===== src/rtl/core/arp_cache_resolver_macros.svh =====
// ----------------------------------------------------------------------------
// ARP cache resolver assertion macros
// Shorthand for clocked assertions that are disabled during reset.
// ----------------------------------------------------------------------------
`ifndef ARP_CACHE_RESOLVER_MACROS_SVH
`define ARP_CACHE_RESOLVER_MACROS_SVH
`ifndef NO_ASSERTIONS
`define ARPC_ASSERT_HOLDS(label, clk, rst, cond, msg) \
  label: assert property (@(posedge clk) disable iff (rst) (cond)) else $error(msg);
`define ARPC_ASSERT_NEXT(label, clk, rst, cause, effect, msg) \
  label: assert property (@(posedge clk) disable iff (rst) (cause) |=> (effect)) else $error(msg);
`else
`define ARPC_ASSERT_HOLDS(label, clk, rst, cond, msg)
`define ARPC_ASSERT_NEXT(label, clk, rst, cause, effect, msg)
`endif
`endif


===== src/rtl/core/arpc_ram.sv =====
// ----------------------------------------------------------------------------
// ARP cache resolver RAM
// Single write port, single read port, registered read data.
// ----------------------------------------------------------------------------
module arpc_ram #(
  parameter int WIDTH = 8,
  parameter int DEPTH = 16,
  localparam int AW = (DEPTH > 1) ? $clog2(DEPTH) : 1
) (
  input  logic             clk,
  input  logic             we,
  input  logic [AW-1:0]    waddr,
  input  logic [WIDTH-1:0] wdata,
  input  logic [AW-1:0]    raddr,
  output logic [WIDTH-1:0] rdata
);

  logic [WIDTH-1:0] mem [DEPTH];

  always_ff @(posedge clk) begin
    if (we) begin
      mem[waddr] <= wdata;
    end
  end

  always_ff @(posedge clk) begin
    rdata <= mem[raddr];
  end

endmodule


===== config.mk =====
export PLATFORM = sky130hd
export DESIGN_NAME = arpc_ram
export DESIGN_NICKNAME = d
export VERILOG_FILES = /design/src/rtl/core/arp_cache_resolver_macros.svh /design/src/rtl/core/arpc_ram.sv
export SDC_FILE = /design/constraint.sdc
export NUM_CORES = 1
export LEC_CHECK = 0
export BUFFER_PORTS_ARGS = -buffer_cell sky130_fd_sc_hd__buf_4
export CAP_MARGIN = 20
export CORE_MARGIN = 5
export CORE_UTILIZATION = 60
export CTS_CLUSTER_DIAMETER = 80
export DETAILED_ROUTE_END_ITERATION = 12
export PLACE_DENSITY = 0.86
export SYNTH_ARGS = -nofsm -noshare
export SYNTH_HDL_FRONTEND = slang
export SYNTH_SLANG_ARGS = --single-unit

===== constraint.sdc =====
create_clock -name clk -period 4.3 [get_ports clk]
set_clock_uncertainty 0.05 [all_clocks]
set_input_delay 0.215 -clock clk [delete_from_list [all_inputs] [get_ports clk]]
set_output_delay 0.215 -clock clk [all_outputs]
set_load 0.005 [all_outputs]

**After elaboration in Yosys (flattened, before gate mapping)**

Memories as Yosys holds them, arrays and structs flattened. A register that Yosys moved wholly into a read port is not among the register bits.
Index checks and enable logic that the tools add are counted.

- Output and inout bits: 8
- Memories: 1
- Bits of input ports: 18
- RAM bits: 128
- Bits in registers: 0
- Latch bits: 0
- Word-level logic and storage cells: 3
- ROM bits: 0

Memory list:

| memory | words | bits a word | rd ports | clocked after Yosys merged registers in | write ports | RTL line | text |
|---|---|---|---|---|---|---|---|
| mem | 16 | 8 | 1 | 1 | 1 | arpc_ram.sv:18 | `logic [WIDTH-1:0] mem [DEPTH];` |

- Multiply operators: 0
- Shifts and indexed selects: 0
- Add/sub/neg operators: 0
- Magnitude comparators: 0
- Equality and inequality tests: 0
- Reduce and logical (&&, ||, !) cells: 0
- Muxes and demuxes: 2
- Bitwise gates (word level): 0
- Div/mod/pow operators: 0

Operators by type and width:

| cell | count |
|---|---|
| $mux W1 | 2 |

**Depth between registers and ports, before layout**

Gate-level depths: netlist (run 1).

- Depth in word-level cells: 2
- Gate-level depth with buffers: 5
- Gate-level depth less buffers: 3

**Worst setup path after synthesis (run 1)**

Ideal clock, no wire load.

- Kind: input -> register
- Start point: input waddr[2]
- End point: memory mem[0][0], enable pin
- Data required time: 3.867 ns
- Arrival time: 1.325 ns
- Setup slack: 2.542 ns
- Library setup time: 0.383 ns
- Stages: 2
- Cell sequence: or3b_2 > nor3_1

RTL lines:

| what | RTL line | text |
|---|---|---|
| from (decl) | arpc_ram.sv:12 | `input logic [AW-1:0] waddr,` |
| to (decl) | arpc_ram.sv:18 |  |

No word-level cell before the write port.

==> metrics.csv, run 1 <==
stage,metric,value,unit
die,initial core utilization,0.620,
sta,Worst slew margin,0.388,
power_and_ir_drop,switching share of total power,0.202,
critical_path,type of origin of the critical path,flip-flop,
drt,post-route ant nets,0,
critical_path,crit path capture type,flip-flop,
critical_path,worst setup path startpoint,mem[0][1]$_DFFE_PP_,
power_and_ir_drop,Sw Pwr,0.000597,W
global_routing,vias in the first global route,2572,
die,Die X-Extent,103,um
synth,Mapped Cells,229,
power_and_ir_drop,Seq pwr share,0.504,
sta,period utilisation layout,0.343,
min_path,Hold Path Class,input pin to flip-flop,
critical_path,Crit-path slowest cell,mux4_1,
power_and_ir_drop,Pint,0.00236,W
placement,post-DP HPWL,5990,um
clocking,Clock Latency Late Sink,0.52,ns
sta,min Tclk post-route,1.48,ns
placement,GPL Wtd Cong,0.795,
drt,first drt pass iteration count,5,
clocking,htree depth,4,
drt,initial DRC count,272,
sta,max-slew violations,0,
global_routing,largest net degree at the start of global routing,33,
synth,sequential share of the synthesized area,0.778,
critical_path,crit-path cells,"mux4_1, a22oi_1, nand2_1",
clocking,clk slew on worst S/H paths,0.06,ns
clocking,Clock Sinks,136,
drt,Vias,2461,
finish,"Core Util, Final",0.725,
sta,actual slew at the worst max-slew pin,0.915,ns
synth,syn_nets,247,
power_and_ir_drop,Gate power share,0.048,
die,io pins,26,
finish,area added between synthesis and finish,17.0,%
min_path,Hold Startpoint,waddr[0],
clocking,CTS tree,built,
drt,mean routed wirelength per cell,25.7,um
synth,Synth cell types,19,
drt,detailed-route wire length,10100,um
power_and_ir_drop,Worst VDD drop,0.547,mV
clocking,CTS max path bufs,2,
die,core outline area,0.00830,mm^2
die,die area,0.0105,mm^2
run,MaxCap Viol Count,0,
clocking,CTS Buf Count,17,
die,Rows,33,
power_and_ir_drop,clock share of power,0.447,
sta,"Setup violations, final",0,
sta,Fmax achieved,678,MHz
global_routing,initial antenna violation count,0,
global_routing,first-pass GRT wire length,15300,um
power_and_ir_drop,LEAKAGE,2.03,nW
sta,RSZ-0062 raised after global routing,false,
synth,synthesized area,0.00515,mm^2
critical_path,required time worst endpoint,4.65,ns
clocking,Setup Buffers After CTS,0,
drt,DRC viols,0,
die,Die Y-Extent,103,um
global_routing,gr usage total,0.214,
global_routing,GRT overflow,0,
critical_path,Critical R2R Launch,mem[0][1]$_DFFE_PP_,
synth,"flops & latches, synth",136,
sta,Final TNS setup,0,ns
synth,Ys Warns,0,
finish,Antenna diodes,0,
clocking,Clock Tree Root,clkbuf_8,
critical_path,"Arr. time, crit path",1.83,ns
critical_path,CP peak stage delay,0.54,ns
placement,input/output buffers,25,
status,status,finished clean,
finish,nets@finish,293,
critical_path,worst-path fanout max,1,
power_and_ir_drop,pwr/cell area,492,mW/mm^2
sta,Final Hold Vio Count,0,
finish,layout cells sized above 1,0.250,
critical_path,CP Class,flip-flop to flip-flop,
drt,drt via density,6.26,
synth,syn_area_per_cell,22.5,um^2
==> critical path, delay by kind of cell (launching register included) <==
| family | cells | cell delay [ns] |
|---|---|---|
| AO/OA/AOI/OAI | 1 | 0.30 |
| flip-flops | 1 | 0.37 |
| multiplexers | 1 | 0.54 |
| AND/OR/NAND/NOR | 1 | 0.10 |
==> final cells by class <==
class / instances / area [um^2]
fillers: 468 / 2280
well taps: 105 / 131
clock buffers: 21 / 429
repair buffers: 37 / 293
multi-input cells: 83 / 1060
flip-flops and latches: 136 / 4000
clock inverters: 11 / 106
==> worst paths after layout <==
kind / to / slack (ns) / cells after the start
hold / removal: mem[0][6]$_DFFE_PP_ / 0.05 / 2
setup reg to reg: rdata[1]$_DFF_P_ / 2.82 / 3
hold reg to reg: rdata[7]$_DFF_P_ / 0.62 / 3
setup / recovery: rdata[1]$_DFF_P_ / 2.82 / 3
==> power groups by stage <==
stage	combinational (W)	sequential, W	clock (W)
after floorplan	0.0000752	0.00152	0
after global placement	0.000132	0.00152	0
after detailed placement	0.000136	0.00152	0
after CTS	0.000144	0.00149	0.00134
after global routing	0.000155	0.00149	0.00140
final	0.000143	0.00149	0.00132
==> registers in the layout (all words and copies together), names as in the netlist <==
register	flops
mem	128
rdata	8
==> kinds of logic after synthesis <==
family,after synthesis,synth area share
multiplexers,32,0.150
AND/OR/NAND/NOR,35,0.0318
flip-flops,136,0.778
buffers and inverters,10,0.0168
AO/OA/AOI/OAI,16,0.0233
==> layer usage <==
layer | part of all wire | vias up | routed length (um) | GRT usage
met2 | 0.52 | 108 | 5250 | 0.347
met4 | 0.013 | 0 | 133 | 0.0767
met1 | 0.40 | 1273 | 4010 | 0.284
met5 | 0 | - | 0 | 0
met3 | 0.069 | 13 | 700 | 0.0589
li1 | - | 1067 | - | -
==> synthesized netlist by cell type, drive strengths merged <==
cell type / count / area (um^2)
a22oi: 16 / 120
and2: 1 / 6.26
edfxtp: 128 / 3840
nor3: 4 / 20.0
nor2: 13 / 48.8
mux4: 32 / 773
clkdlybuf4s25: 3 / 30.0
and2b: 1 / 7.51
buf: 7 / 56.3
nor2b: 1 / 6.26
dfxtp: 8 / 160
nand2b: 2 / 12.5
nand3b: 2 / 15.0
nand2: 9 / 33.8
or3b: 1 / 8.76
nand3: 1 / 5.00
==> timing repair <==
item / 4_1_cts / 5_1_grt
hold buffers: 8 / 0
resized for setup: 0 / 0
endpoints found under the hold margin: 128 / 0
==> stage by stage <==
| stage | power (W) | cells | setup WS [ns] | hold WS [ns] | cell area, um^2 |
|---|---|---|---|---|---|
| 2_1_floorplan | 0.00159 | 229 | 2.54 | 0.264 | 5150 |
| 3_3_place_gp | 0.00165 | 350 | 2.28 | 0.466 | 5390 |
| 3_5_place_dp | 0.00166 | 351 | 2.16 | 0.478 | 5400 |
| 4_1_cts | 0.00297 | 391 | 2.66 | 0.0788 | 6010 |
| 5_1_grt | 0.00305 | 393 | 2.75 | 0.0251 | 6020 |
| 6_report | 0.00296 | 393 | 2.82 | 0.0485 | 6020 |
==> cell usage in the layout (no fill, tap or decap), types with 2 or more instances in the layout <==
cell type,count
dfxtp_1,8
nand2b_1,2
nor3_1,4
dlygate4sd3_1,8
edfxtp_1,128
mux4_1,14
clkinv_2,3
nor2_1,13
clkbuf_1,4
clkinv_1,4
nand2_1,9
nand3b_1,2
a22oi_1,16
bufinv_16,2
mux4_2,18
clkbuf_16,16
buf_4,27
No activity file was read; power rests on OpenSTA's default activity.
==> inputs of run 2 (changes only) <==
--- a/config.mk
+++ b/config.mk
@@ -5,6 +5,7 @@
 export SDC_FILE = /design/constraint.sdc
 export NUM_CORES = 1
 export LEC_CHECK = 0
+export ABC_AREA = 1
 export BUFFER_PORTS_ARGS = -buffer_cell sky130_fd_sc_hd__buf_4
 export CAP_MARGIN = 20
 export CORE_MARGIN = 5
==> constraint.sdc (replaced) <==
create_clock -name clk -period 1.4 [get_ports clk]
set_clock_uncertainty 0.05 [all_clocks]
set_input_delay 0.07 -clock clk [delete_from_list [all_inputs] [get_ports clk]]
set_output_delay 0.07 -clock clk [all_outputs]
set_load 0.005 [all_outputs]
==> run 2 against run 1 <==
  * Final cell count grew 89%
  * Die area grew 11%
  * Combinational power grew to 4.3 times the previous value
  * Clock power grew to 2.8 times the previous value
  * Sequential share of layout area shrank 7.1 points
  * Global-route usage grew 2.7 points
  * First-iteration DRC count grew 53%
  * Sequential cell count is the same
  * Core utilization is essentially flat
  * Largest cell class unchanged
==> metrics.csv, run 2 <==
stage,metric,value,unit
status,status,finished clean,
finish,largest register by flop count,mem,
finish,Largest register FFs,128,
sta,max-slew violations,0,
synth,ys flop type,edfxtp_1,
critical_path,CP dominant cell by count,nand3_1,
critical_path,required time worst endpoint,1.81,ns
synth,area share of the largest cell type after synthesis,0.667,
critical_path,crit-path cells,"dlygate4sd3_1, buf_4, buf_4, nand3_1, nand3_1, nand3_1, nand2_1",
drt,DRC viols,0,
drt,drt via density,5.48,
power_and_ir_drop,Sw Pwr,0.00197,W
synth,ys async rst share,0,
finish,"Cell Count, Final, Fillers Out",743,
min_path,Hold Path Class,input pin to flip-flop,
placement,GPL Wtd Cong,0.928,
global_routing,first-pass GRT wire length,20500,um
finish,register area,0.00400,mm^2
clocking,CTS max path bufs,2,
finish,"commonest non-fill, non-tap cell in the layout",nand2_1,
clocking,CTS Buf Count,17,
power_and_ir_drop,Worst VDD drop,0.776,mV
synth,Ys Warns,0,
drt,first drt pass iteration count,6,
critical_path,Crit-path slowest cell,dlygate4sd3_1,
sta,Worst slew margin,0.582,
sta,final worst slack,0.188,ns
clocking,Setup Buffers After CTS,0,
drt,Vias,4072,
clocking,CTS tree,built,
critical_path,worst-path fanout max,18,
finish,Regs by FF count,"mem x128, rdata x8",
power_and_ir_drop,clock share of power,0.413,
sta,RSZ-0062 raised after global routing,false,
placement,Post-Place Cells,703,
synth,syn_nets,569,
drt,post-route ant nets,0,
power_and_ir_drop,pwr/cell area,1310,mW/mm^2
die,io pins,26,
critical_path,crit path capture type,flip-flop,
die,Die Y-Extent,108,um
die,core outline area,0.00928,mm^2
synth,sequential share of the synthesized area,0.694,
sta,actual slew at the worst max-slew pin,0.626,ns
global_routing,vias in the first global route,4023,
synth,"EDFF count, synth",128,
synth,Synth cell types,12,
die,initial core utilization,0.621,
critical_path,"Arr. time, crit path",1.62,ns
clocking,clk slew on worst S/H paths,0.05,ns
drt,mean routed wirelength per cell,17.6,um
drt,initial DRC count,416,
power_and_ir_drop,Pint,0.00689,W
clocking,Clock Sinks,136,
finish,nets@finish,621,
synth,"flops & latches, synth",136,
power_and_ir_drop,Gate power share,0.069,
drt,Post-Route M1 WL,4750,um
sta,Final TNS setup,0,ns
sta,period utilisation layout,0.866,
power_and_ir_drop,switching share of total power,0.222,
placement,dpl ws,0.196,ns
finish,Antenna diodes,0,
global_routing,largest net degree at the start of global routing,65,
power_and_ir_drop,Seq pwr share,0.518,
clocking,htree depth,4,
drt,DR WL met3,1220,um
critical_path,CP peak stage delay,0.53,ns
sta,Fmax achieved,825,MHz
synth,Synth top cells by count,"nand2_1 (173), edfxtp_1 (128), inv_1 (100)",
clocking,Clock Tree Root,clkbuf_8,
clocking,Clock Latency Late Sink,0.52,ns
power_and_ir_drop,Overall Power,0.00886,W
die,Rows,35,
finish,layout cells sized above 1,0.122,
global_routing,GRT overflow,0,
critical_path,CP Class,input pin to flip-flop,
finish,Filler Cell Count,589,
synth,synthesized area,0.00577,mm^2
run,MaxCap Viol Count,0,
global_routing,initial antenna violation count,0,
synth,synth top area cells,"edfxtp_1 (67%), nand2_1 (11%), nand3_1 (8.4%), inv_1 (6.5%), dfxtp_1 (2.8%)",
sta,Final Hold Vio Count,0,
sta,min Tclk post-route,1.21,ns
die,Die X-Extent,108,um
drt,detailed-route wire length,13100,um
global_routing,gr usage total,0.242,
critical_path,type of origin of the critical path,input pin,
finish,"Core Util, Final",0.725,
synth,syn_area_per_cell,10.5,um^2
synth,cell accounting for the most synthesized area,edfxtp_1,
finish,most frequent cells in the layout,"nand2_1 (173), edfxtp_1 (128), inv_1 (100)",
drt,met2 wire length,6550,um
sta,"Setup violations, final",0,
drt,Highest Signal Layer,met4,
die,die area,0.0117,mm^2
synth,top-count cell post-synth,nand2_1,
finish,area added between synthesis and finish,16.8,%
synth,Mapped Cells,551,
finish,area occupied by multi-input gates,0.00121,mm^2
power_and_ir_drop,LEAKAGE,2.94,nW
placement,input/output buffers,25,
placement,post-DP HPWL,7550,um
==> run 2: power by group through the flow <==
stage | clock [W] | combinational (W) | sequential (W)
6_report | 0.00366 | 0.000612 | 0.00458
5_1_grt | 0.00388 | 0.000668 | 0.00459
4_1_cts | 0.00368 | 0.000605 | 0.00458
3_5_place_dp | 0 | 0.000571 | 0.00467
3_3_place_gp | 0 | 0.000555 | 0.00466
2_1_floorplan | 0 | 0.000321 | 0.00466
==> run 2: layer usage <==
layer  global-route usage  vias to the layer above
li1                     -                     1877
met1                0.284                     1898
met2                0.402                      244
met3               0.0657                       53
met4                0.135                        0
met5                    0                        -
==> run 2: per-stage QoR <==
step | instance area [um^2] | hold slack, ns
floorplan | 5770 | 0.119
global placement | 6150 | 0.342
detailed placement | 6150 | 0.348
CTS | 6740 | 0.0552
global route | 6740 | 0.115
finish | 6740 | 0.0659
==> run 2: critical path: cells and delay by family <==
kind / cells / cell delay [ns]
buf+inv: 3 / 1.05
simple gates: 4 / 0.49
==> run 2: final timing paths <==
path | start | endpoint | slack [ns] | cells past startpoint
worst max-delay path | raddr[1] | rdata[6]$_DFF_P_ | 0.19 | 7
worst min-delay path | raddr[2] | rdata[3]$_DFF_P_ | 0.07 | 5
worst max register to register | mem[5][3]$_DFFE_PP_ | rdata[3]$_DFF_P_ | 0.29 | 6
worst min register to register | mem[10][0]$_DFFE_PP_ | rdata[0]$_DFF_P_ | 0.61 | 6
==> run 2: kinds of logic (layout without fill, tap and decap cells) <==
| group | Yosys count | after routing | share of synthesized area |
|---|---|---|---|
| buf+inv | 126 | 189 | 0.0952 |
| flops | 136 | 136 | 0.694 |
| simple gates | 289 | 289 | 0.210 |
==> run 2: cell type report <==
cell class,count,area share
clock buffers,19,0.0626
clock inverters,11,0.00910
inverters,102,0.0568
multi-input cells,289,0.180
flip-flops and latches,136,0.594
well taps,129,0.0240
repair buffers,57,0.0728
==> run 2: what timing repair did <==
action                                  4_1_cts  5_1_grt
gates resized for setup                       0        0
endpoints found under the setup margin        0        0
endpoints found under the hold margin       136        0
hold buffers                                 10        0
