===== src/rtl/core/arp_cache_resolver_macros.svh =====
// ----------------------------------------------------------------------------
// ARP cache resolver assertion macros
// Shorthand for clocked assertions that are disabled during reset.
// ----------------------------------------------------------------------------
`ifndef ARP_CACHE_RESOLVER_MACROS_SVH
`define ARP_CACHE_RESOLVER_MACROS_SVH
`ifndef NO_ASSERTIONS
`define ARPC_ASSERT_HOLDS(label, clk, rst, cond, msg) \
  label: assert property (@(posedge clk) disable iff (rst) (cond)) else $error(msg);
`define ARPC_ASSERT_NEXT(label, clk, rst, cause, effect, msg) \
  label: assert property (@(posedge clk) disable iff (rst) (cause) |=> (effect)) else $error(msg);
`else
`define ARPC_ASSERT_HOLDS(label, clk, rst, cond, msg)
`define ARPC_ASSERT_NEXT(label, clk, rst, cause, effect, msg)
`endif
`endif


===== src/rtl/core/arpc_pkg.sv =====
// ----------------------------------------------------------------------------
// ARP cache resolver package
// Shared sizes, codes and beat types.
// ----------------------------------------------------------------------------
package arpc_pkg;

  localparam int CACHE_DEPTH   = 32;
  localparam int PENDING_DEPTH = 16;
  localparam int PORT_BITS     = 4;

  localparam int CIDX_W = (CACHE_DEPTH > 1) ? $clog2(CACHE_DEPTH) : 1;
  localparam int PIDX_W = (PENDING_DEPTH > 1) ? $clog2(PENDING_DEPTH) : 1;

  localparam int APB_ADDR_W = 4;

  localparam logic [1:0] REG_ENTRY_TIMEOUT = 2'd0;
  localparam logic [1:0] REG_RESEND        = 2'd1;
  localparam logic [1:0] REG_MAX_ATTEMPTS  = 2'd2;

  localparam logic [1:0] OP_LOOKUP = 2'd0;
  localparam logic [1:0] OP_REPLY  = 2'd1;
  localparam logic [1:0] OP_QUEUE  = 2'd2;
  localparam logic [1:0] OP_TICK   = 2'd3;

  localparam logic [2:0] KIND_LOOKUP      = 3'd0;
  localparam logic [2:0] KIND_SEND_REQ    = 3'd1;
  localparam logic [2:0] KIND_FLUSH       = 3'd2;
  localparam logic [2:0] KIND_IGNORED     = 3'd3;
  localparam logic [2:0] KIND_QUEUED      = 3'd4;
  localparam logic [2:0] KIND_UNREACHABLE = 3'd5;
  localparam logic [2:0] KIND_PEND_FULL   = 3'd6;
  localparam logic [2:0] KIND_TICK_DONE   = 3'd7;

  typedef struct packed {
    logic [1:0]  operation;
    logic [31:0] ip_address;
    logic [47:0] hw_address;
    logic [3:0]  port;
  } req_beat_t;

  typedef struct packed {
    logic [2:0]  kind;
    logic        hit;
    logic [31:0] out_ip;
    logic [47:0] out_mac;
    logic [3:0]  out_port;
    logic        last;
  } rsp_beat_t;

  typedef struct packed {
    logic [30:0] entry_timeout_ticks;
    logic [30:0] resend_interval_ticks;
    logic [3:0]  max_attempts;
  } cfg_t;

  typedef struct packed {
    logic [31:0] ip;
    logic [47:0] mac;
    logic [31:0] stamp;
  } cache_entry_t;

  typedef struct packed {
    logic [31:0]          ip;
    logic [PORT_BITS-1:0] port;
    logic [3:0]           attempts;
    logic [31:0]          stamp;
  } pend_entry_t;

endpackage


===== src/rtl/core/arpc_regs.sv =====
// ----------------------------------------------------------------------------
// ARP cache resolver configuration registers
// APB register file for the timeout, resend interval and attempt limit.
// ----------------------------------------------------------------------------
module arpc_regs import arpc_pkg::*; (
  input  logic                  clk,
  input  logic                  rst,
  input  logic                  psel,
  input  logic                  penable,
  input  logic                  pwrite,
  input  logic [APB_ADDR_W-1:0] paddr,
  input  logic [31:0]           pwdata,
  output logic [31:0]           prdata,
  output cfg_t                  cfg
);

  logic [1:0] reg_index;

  assign reg_index = paddr[3:2];

  always_ff @(posedge clk) begin
    if (rst) begin
      cfg.entry_timeout_ticks   <= 31'd15000;
      cfg.resend_interval_ticks <= 31'd1000;
      cfg.max_attempts          <= 4'd7;
    end else if (psel && penable && pwrite) begin
      case (reg_index)
        REG_ENTRY_TIMEOUT: cfg.entry_timeout_ticks   <= pwdata[30:0];
        REG_RESEND:        cfg.resend_interval_ticks <= pwdata[30:0];
        REG_MAX_ATTEMPTS:  cfg.max_attempts          <= pwdata[3:0];
        default: ;
      endcase
    end
  end

  always_comb begin
    case (reg_index)
      REG_ENTRY_TIMEOUT: prdata = {1'b0, cfg.entry_timeout_ticks};
      REG_RESEND:        prdata = {1'b0, cfg.resend_interval_ticks};
      REG_MAX_ATTEMPTS:  prdata = {28'd0, cfg.max_attempts};
      default:           prdata = 32'd0;
    endcase
  end

endmodule


===== config.mk =====
export PLATFORM = sky130hd
export DESIGN_NAME = arpc_regs
export DESIGN_NICKNAME = d
export VERILOG_FILES = /design/src/rtl/core/arp_cache_resolver_macros.svh /design/src/rtl/core/arpc_pkg.sv /design/src/rtl/core/arpc_regs.sv
export SDC_FILE = /design/constraint.sdc
export NUM_CORES = 1
export LEC_CHECK = 0
export BUFFER_PORTS_ARGS = -buffer_cell sky130_fd_sc_hd__buf_2
export CAP_MARGIN = 10
export CORE_MARGIN = 1.5
export CORE_UTILIZATION = 43
export DETAILED_ROUTE_END_ITERATION = 10
export GPL_TIMING_DRIVEN = 0
export PLACE_DENSITY = 0.74
export RECOVER_POWER = 25
export SYNTH_ARGS = -nofsm -noshare
export SYNTH_HDL_FRONTEND = slang
export SYNTH_SLANG_ARGS = --single-unit

===== constraint.sdc =====
create_clock -name clk -period 1.15 [get_ports clk]
set_input_delay 0.1725 -clock clk [delete_from_list [all_inputs] [get_ports clk]]
set_output_delay 0.1725 -clock clk [all_outputs]
set_load 0.01 [all_outputs]

=== After elaboration in Yosys (flattened, before gate mapping) ===
Cells that the tools add are included.

* Shift-type cells: 0
* Equality and inequality tests: 2
* Divide/modulo/power cells: 0
* Reduce and logical (&&, ||, !) cells: 6
* Add/subtract/negate cells: 0
* Mux-type cells: 1
* Order comparisons: 0
* Bitwise logic cells: 0
* Multipliers: 0

{| class="wikitable"
|+ Operator list
! kind !! number
|-
| case mux 31 bit (3 select lines) || 1
|-
| AND reduction 2 bit || 3
|-
| == test 2 x 1 -> 1 bit (second input constant) || 1
|-
| == test 2 bit (second input constant) || 1
|-
| logical AND 1 bit || 2
|-
| logical NOT 2 bit || 1
|}

* Input port bits: 41
* Memories: 0
* Output and inout port bits: 98
* RAM bits: 0
* Flip-flop bits (word level): 66
* Bits in read-only memories: 0
* Latch bits: 0
* Logic and storage cells: 12

=== Longest topological paths before layout ===
Gate-level depths: netlist of the first run.

* Depth after elaboration: 3
* Mapped depth: 5
* Mapped depth without buffers: 3

=== Worst setup path before layout of the first run ===
Ideal clock, no wire load.

* Kind: input port to flip-flop
* Start: input port paddr[3]
* End: register cfg[56] (netlist bit)
* Data required time: 1029 ps
* Library setup time: 121 ps
* Setup slack: -44 ps
* Buffers on the path: 2
* Stages: 4
* Arrival time: 1073 ps
* Cells stage by stage: buf_2 > or3_2 > buf_4 > mux2i_1

* Word-level cells in the longest chain between the ends: 2

{| class="wikitable"
|+ Ends and longest elaborated chain
! element !! RTL line !! source
|-
| start: declaration || arpc_regs.sv:11 || <nowiki>input logic [APB_ADDR_W-1:0] paddr,</nowiki>
|-
| logical NOT 2 bit || arpc_regs.sv:27 || <nowiki>case (reg_index)</nowiki>
|-
| AND reduction 2 bit (no line) || - ||
|-
| end: declaration || arpc_regs.sv:14 || <nowiki>output cfg_t cfg</nowiki>
|}

Every way passes these cells.
A chain may end at the register's enable or synchronous reset.

=== Final worst setup path of the first run ===
* Start: register cfg[6] (netlist bit)
* End: output port prdata[2]

* Word-level cells in the longest chain between the ends: 1

{| class="wikitable"
|+ Ends and longest elaborated chain
! element !! RTL line !! source
|-
| case mux 31 bit (3 select lines) || arpc_regs.sv:37 || <nowiki>case (reg_index)</nowiki>
|-
| end: declaration || arpc_regs.sv:13 || <nowiki>output logic [31:0] prdata,</nowiki>
|}

Every way passes these cells.

==> key figures, run 1 <==
Synth
  • Register area share after synthesis: 0.406
  • Yosys cell types: 19
  • Cell taking the most area after synthesis: dfxtp_1
  • XOR/XNOR Fraction of Synth Area: 0
  • Main combinational cell family by area after synthesis: multiplexers
  • Post-synth top area share: 0.406
  • Avg Inst Size Synth: 9.52 um2
  • Post-synthesis adder-cell area fraction: 0
  • Post-Syn Instances: 342
  • Simple-gate share of the synthesized area: 0.240
  • Top post-synthesis cells by area: dfxtp_1, mux2i_1, nand2b_1
  • Synth Register Bits: 66
  • YS warnings: 0
  • Mapped Area: 3260 um2
  • Compound-Gate Fraction of Synth Area: 0.00615
  • Post-synthesis mux area share: 0.298
  • Synthesized net count: 383

Die
  • Core ar.: 7290 um2
  • Die W: 90.0 um
  • Starting Density: 0.447
  • Die area: 8110 um2
  • # IOs: 139
  • Die Span Y: 90.0 um
  • Row Count: 31

Layout
  • Top reg by flops: cfg
  • Share of post-route cells with drive strength above 1: 0.506
  • Largest register FFs: 66
  • Fin util: 0.647
  • Top flop regs: cfg (66)
  • # diodes: 0
  • Final #Nets: 576
  • P&R area growth vs syn: 44.8%

CTS
  • TritonCTS clock tree: built
  • TritonCTS Buffers: 9
  • Worst-Skew Late Latency: 0.32 ns
  • Clk Tree Root Cell: clkbuf_8
  • H-tree depth: 3
  • Longest Clk Path Bufs: 2
  • Clk sink count: 66
  • Reg clk slew, reported paths: 0.07 ns

Pwr
  • Peak supply drop: 0.714 mV
  • PD cells: 1030 nW/um2
  • LEAKAGE: 2.36 nW

Critical path
  • CP Capture Type: primary output
  • Delay of the slowest critical-path stage: 0.33 ns
  • Critical path class: reg2out
  • Crit start category: register
  • CP max FO: 2
  • CP max stage cell: dfxtp_2
  • CP cell instances: mux2i_1, o21ai_1, buf_2
  • Worst r2r src: cfg[6]
  • Critical Path AT: 1.03 ns
  • CP Data Required Time: 0.98 ns
  • Critical path origin: cfg[6]

Global routing
  • Total overflow reported by the global router: 0
  • Number of global-route vias before repair: 3154
  • Largest net degree at the start of global routing: 11
  • Global-route wire length before repair: 15300 um
  • GRT Total Usage: 0.239
  • Number of antenna violations at the first check in global routing: 0

Worst hold path
  • Hold Path Class: in2reg
  • Min-delay src: pwdata[6]

Timing
  • Clock Skews: 0 ns
  • Tmin final: 1.20 ns
  • RSZ-0062 raised after global routing: true
  • Max-slew violations: 0
  • Final setup viols: 15
  • Worst-Margin Slew: 0.616 ns
  • Max Clk Rate: 0.835 GHz
  • Hold Violations, Final: 0
  • Worst slew margin: 0.589
  • Worst setup margin: -0.0476 ns
  • Setup TNS: -0.294 ns
  • Final worst-path cycle share: 1.04

Placement
  • GP Congestion: 0.820
  • Detail Placement HPWL: 6510 um
  • Port bufs: 131

Run status
  • Status: complete, but fails checks
  • Violated checks: setup timing

Run
  • Max-cap viol count: 0

Drt
  • DRT antenna net count: 0
  • DR DRC count: 0
  • Drt initial violations: 97
  • Detailed Routing Iterations Pass 1: 4
  • Vias: 3089
  • Via density: 4.85
  • Total Routed Length: 9870 um
  • Routed wire length per instance: 15.5 um
-- through the flow --
step                cells  worst slack, ns  area [um2]  power, mW  hold slack [ns]
floorplan             342          -0.0157        3270       2.71            0.328
global placement      572           -0.362        4050       2.91            0.437
detailed placement    572           -0.351        4050       2.92            0.444
CTS                   633          -0.0597        4680       4.85            0.102
global route          637          -0.0961        4720       5.01            0.113
finish                637          -0.0476        4720       4.85            0.102
-- critical path: cells and delay by family (launching register included) --
kind / cells / cell delay (ns)
DFF: 1 / 0.33
muxes: 1 / 0.15
buffers and inverters: 1 / 0.14
AOI/OAI and AO/OA: 1 / 0.07
-- layer usage --
layer  track usage  vias up  part of all wire
met5             0        -                 0
met4        0.0886        0             0.015
met2         0.421       94              0.52
met1         0.284     1480              0.42
met3        0.0491       13             0.050
li1              -     1502                 -
-- synthesized netlist by cell type --
| master | instances |
|---|---|
| o21ai_0 | 4 |
| dfxtp_1 | 66 |
| nand2b_1 | 79 |
| nor3_2 | 1 |
| buf_6 | 1 |
| nor2b_1 | 1 |
| nand3_2 | 1 |
| nand2_1 | 4 |
| nor3b_1 | 1 |
| nor2_1 | 56 |
| nor3b_2 | 1 |
| buf_2 | 6 |
| mux2i_1 | 97 |
| buf_4 | 6 |
| conb_1 | 1 |
| or3_2 | 1 |
| buf_12 | 1 |
| or3b_1 | 1 |
| clkbuf_1 | 14 |
-- logic make-up after synthesis --
logic type | after synthesis
AOI/OAI and AO/OA | 4
buffers and inverters | 28
DFF | 66
muxes | 97
other | 1
and+or+nand+nor | 146
-- power breakdown --
group          internal (mW)  switching (mW)  total (mW)  leakage, nW
registers               2.32          0.0188        2.34        0.550
clock network           1.09           0.842        1.93        0.101
logic                  0.273           0.306       0.578         1.71
-- layout by cell type, fill, tap and decap left out, drive strengths merged --
master  Yosys  layout
nor2b       1       1
nor2       56      56
bufinv      0       1
o21ai       4       4
nand3       1       1
or3         1       1
conb        1       1
clkbuf     14      30
nor3b       2       2
or3b        1       1
buf        14     191
nand2       4       4
nand2b     79      79
clkinv      0       2
dfxtp      66      66
mux2i      97      97
nor3        1       1
-- layout make-up --
class | instances | area [um2]
Tap cell | 99 | 124
Clock inverter | 3 | 40.0
Buffer | 28 | 193
Fill cell | 670 | 2570
Multi-Input combinational cell | 248 | 1770
Timing Repair Buffer | 182 | 1040
Sequential cell | 66 | 1390
Clock buffer | 11 | 151
-- worst paths after layout --
| kind | endpoint | slack [ns] | cells past startpoint |
|---|---|---|---|
| setup / recovery | prdata[2] | -0.05 | 3 |
| hold / removal | cfg[41] | 0.10 | 3 |
| setup reg to reg | cfg[6] | 0.35 | 4 |
| hold reg to reg | cfg[59] | 0.48 | 2 |
-- what timing repair did --
item | in CTS | in global routing
setup endpoints to repair | 33 | 41
gates resized for setup | 62 | 19
buffers inserted | 47 | 4
hold buffers | 0 | 0
pin swaps | 1 | 7
(Power assumes the default switching activity.)
==> run 2: changes to the inputs <==
ABC_CLOCK_PERIOD_IN_PS = 1530   (was unset)
CORE_UTILIZATION = 50   (was 43)
MAX_ROUTING_LAYER = met4   (was unset)
PLACE_DENSITY = 0.81   (was 0.74)
clock period = 1.53 ns   (was 1.15 ns; I/O delays follow)
==> run 2 against run 1 <==
- the run now ends clean
- hold slack improved by 0.058 ns
- register-to-register slack improved by 0.51 ns
- global-route usage rose by 2.2 points
- sequential power fell by 25%
- sequential share of layout area rose by 2.1 points
- final cell count fell by 11%
- via count fell by 6.7%
- critical path depth rose by 2
- total power fell by 25%
- combinational power fell by 33%
- wire length fell by 11%
- flip-flop and latch count did not move
==> key figures, run 2 (synthesis results as in run 1) <==
Run status
  • Status: finished clean

Die
  • # IOs: 139 (unchanged)
  • Die W: 83.7 um (-7.0%)
  • Die Span Y: 83.7 um (-7.0%)
  • Die area: 7010 um2 (-14%)
  • Row Count: 29 (-6.5%)
  • Starting Density: 0.516 (+0.0692)
  • Core ar.: 6310 um2 (-13%)

Critical path
  • Delay of the slowest critical-path stage: 0.32 ns (about the same)
  • Critical Path AT: 1.20 ns (+0.17 ns)
  • CP max stage cell: buf_2
  • CP max FO: 10 (+8)
  • Crit-path most repeated cell: buf_2
  • Crit start category: input pin
  • CP Capture Type: primary output
  • CP Data Required Time: 1.30 ns (+0.32 ns)
  • CP cell instances: buf_4, buf_2, mux2i_1, o21ai_0, buf_2
  • Critical path class: in2out

Drt
  • Detailed Routing Iterations Pass 1: 4 (unchanged)
  • DR DRC count: 0 (unchanged)
  • Via density: 5.09 (+5.0%)
  • Vias: 2882 (-6.7%)
  • Total Routed Length: 8820 um (-11%)
  • Routed wire length per instance: 15.6 um (+0.55%)
  • Drt initial violations: 75 (-23%)
  • DRT antenna net count: 0 (unchanged)

Pwr
  • Peak supply drop: 0.590 mV (-17%)
  • PD cells: 872 nW/um2 (-15%)
  • Combinational Power Share: 0.107 (-0.012)
  • Sw Share: 0.245 (+0.00448)
  • LEAKAGE: 2.04 nW (-14%)
  • Internal: 2.75 mW (-25%)
  • PnR Total Power: 3.64 mW (-25%)
  • Clock power share: 0.410 (+0.012)
  • Sw power: 891 uW (-24%)
  • Reg power frac: 0.483 (about the same)

Layout
  • Commonest non-fill, non-tap cells in the layout: buf_2, mux2i_1, nand2b_1
  • # diodes: 0 (unchanged)
  • Final #Nets: 525 (-8.9%)
  • P&R area growth vs syn: 28.0%
  • Commonest non-fill, non-tap cell in the layout: buf_2
  • Largest register FFs: 66 (unchanged)
  • Share of post-route cells with drive strength above 1: 0.321 (-0.185)
  • # fillers: 545 (-19%)
  • Top flop regs: cfg (66)
  • Top reg by flops: cfg

CTS
  • # hold bufs at CTS: 0 (unchanged)
  • Clk Tree Root Cell: clkbuf_8
  • Longest Clk Path Bufs: 2 (unchanged)
  • H-tree depth: 3 (unchanged)
  • Reg clk slew, reported paths: 0.07 ns (about the same)
  • Clk sink count: 66 (unchanged)
  • TritonCTS Buffers: 9 (unchanged)
  • PostCTS Resize Cnt: 0 (-100%)
  • Worst-Skew Late Latency: 0.34 ns (+0.02 ns)
  • TritonCTS clock tree: built
  • Setup bufs post-CTS: 0 (-100%)

Timing
  • Max Clk Rate: 0.699 GHz
  • Worst-Margin Slew: 0.581 ns (-0.0354 ns)
  • Clock Skews: 0 ns (unchanged)
  • Setup TNS: 0 ns (+0.294 ns)
  • Final setup viols: 0 (-15)
  • Min Hold Slack: 0.160 ns (+0.0577 ns)
  • Final worst-path cycle share: 0.935
  • Max-slew violations: 0 (unchanged)
  • Worst slew margin: 0.610 (+0.0206)
  • Hold Violations, Final: 0 (unchanged)
  • RSZ-0062 raised after global routing: false
  • Tmin final: 1.43 ns

Placement
  • Detail Placement HPWL: 6360 um (-2.3%)
  • Port bufs: 131 (unchanged)
  • GP Congestion: 0.771 (-6.0%)

Run
  • Max-cap viol count: 0 (unchanged)

Worst hold path
  • Hold Path Class: in2reg

Global routing
  • Global-route wire length before repair: 14000 um (-8.8%)
  • Total overflow reported by the global router: 0 (unchanged)
  • GRT Total Usage: 0.261 (+0.0219)
  • Number of global-route vias before repair: 2826 (-10%)
  • Number of antenna violations at the first check in global routing: 0 (unchanged)
  • Largest net degree at the start of global routing: 12 (+1)
-- run 2: changes by cell type in the layout (fill, tap and decap cells not counted), sizes merged --
| cell | change |
|---|---|
| buf | -57 |
| clkbuf | +6 |
| clkinv | +1 |
| clkinvlp | +1 |
-- run 2: critical path, delay by kind of cell --
family,cells,cell delay [ns]
buf+inv,3,0.64
compound gates,1,0.22
mux,1,0.12
-- run 2: layout make-up --
cell class                 count  area (um2)  area share
clock buffer                  11         151      0.0363
buffer                        28         126      0.0303
sequential                    66        1320       0.317
clock inverter                 5        52.6      0.0126
timing repair buffer         131         651       0.156
tap                           77        96.3      0.0231
multi-input combinational    248        1770       0.425
-- run 2: path summary, 6_finish.rpt --
kind / from / endpoint / depth (start not counted) / slack (ns)
setup / recovery: paddr[2] / prdata[0] / 5 / 0.1
hold / removal: pwdata[13] / cfg[17] / 3 / 0.16
setup reg to reg: cfg[44] / cfg[44] / 2 / 0.86
hold reg to reg: cfg[36] / cfg[36] / 2 / 0.49
-- run 2: metrics by stage --
step                cell area, um2  utilization  worst slack, ns  std cells
floorplan                     3260            -            0.279        342
global placement              4010        0.635          -0.0122        550
detailed placement            4010        0.635          -0.0874        550
CTS                           4210        0.667           0.0954        566
global route                  4170        0.661           0.0111        566
finish                        4170        0.661           0.0998        566
-- run 2: power by group through the flow --
stage,clock [mW],combinational (mW),sequential (mW)
6_report,1.49,0.389,1.76
3_5_place_dp,0,0.394,1.80
5_1_grt,1.58,0.425,1.76
2_1_floorplan,0,0.226,1.80
3_3_place_gp,0,0.387,1.80
4_1_cts,1.51,0.396,1.76
-- run 2: routing by layer --
metal / global-route usage / vias to the layer above / part of all wire
met2: 0.430 / 112 / 0.48
met4: 0.0671 / 0 / 0.0093
met5: - / - / 0
met1: 0.323 / 1358 / 0.44
li1: - / 1402 / -
met3: 0.0613 / 10 / 0.069
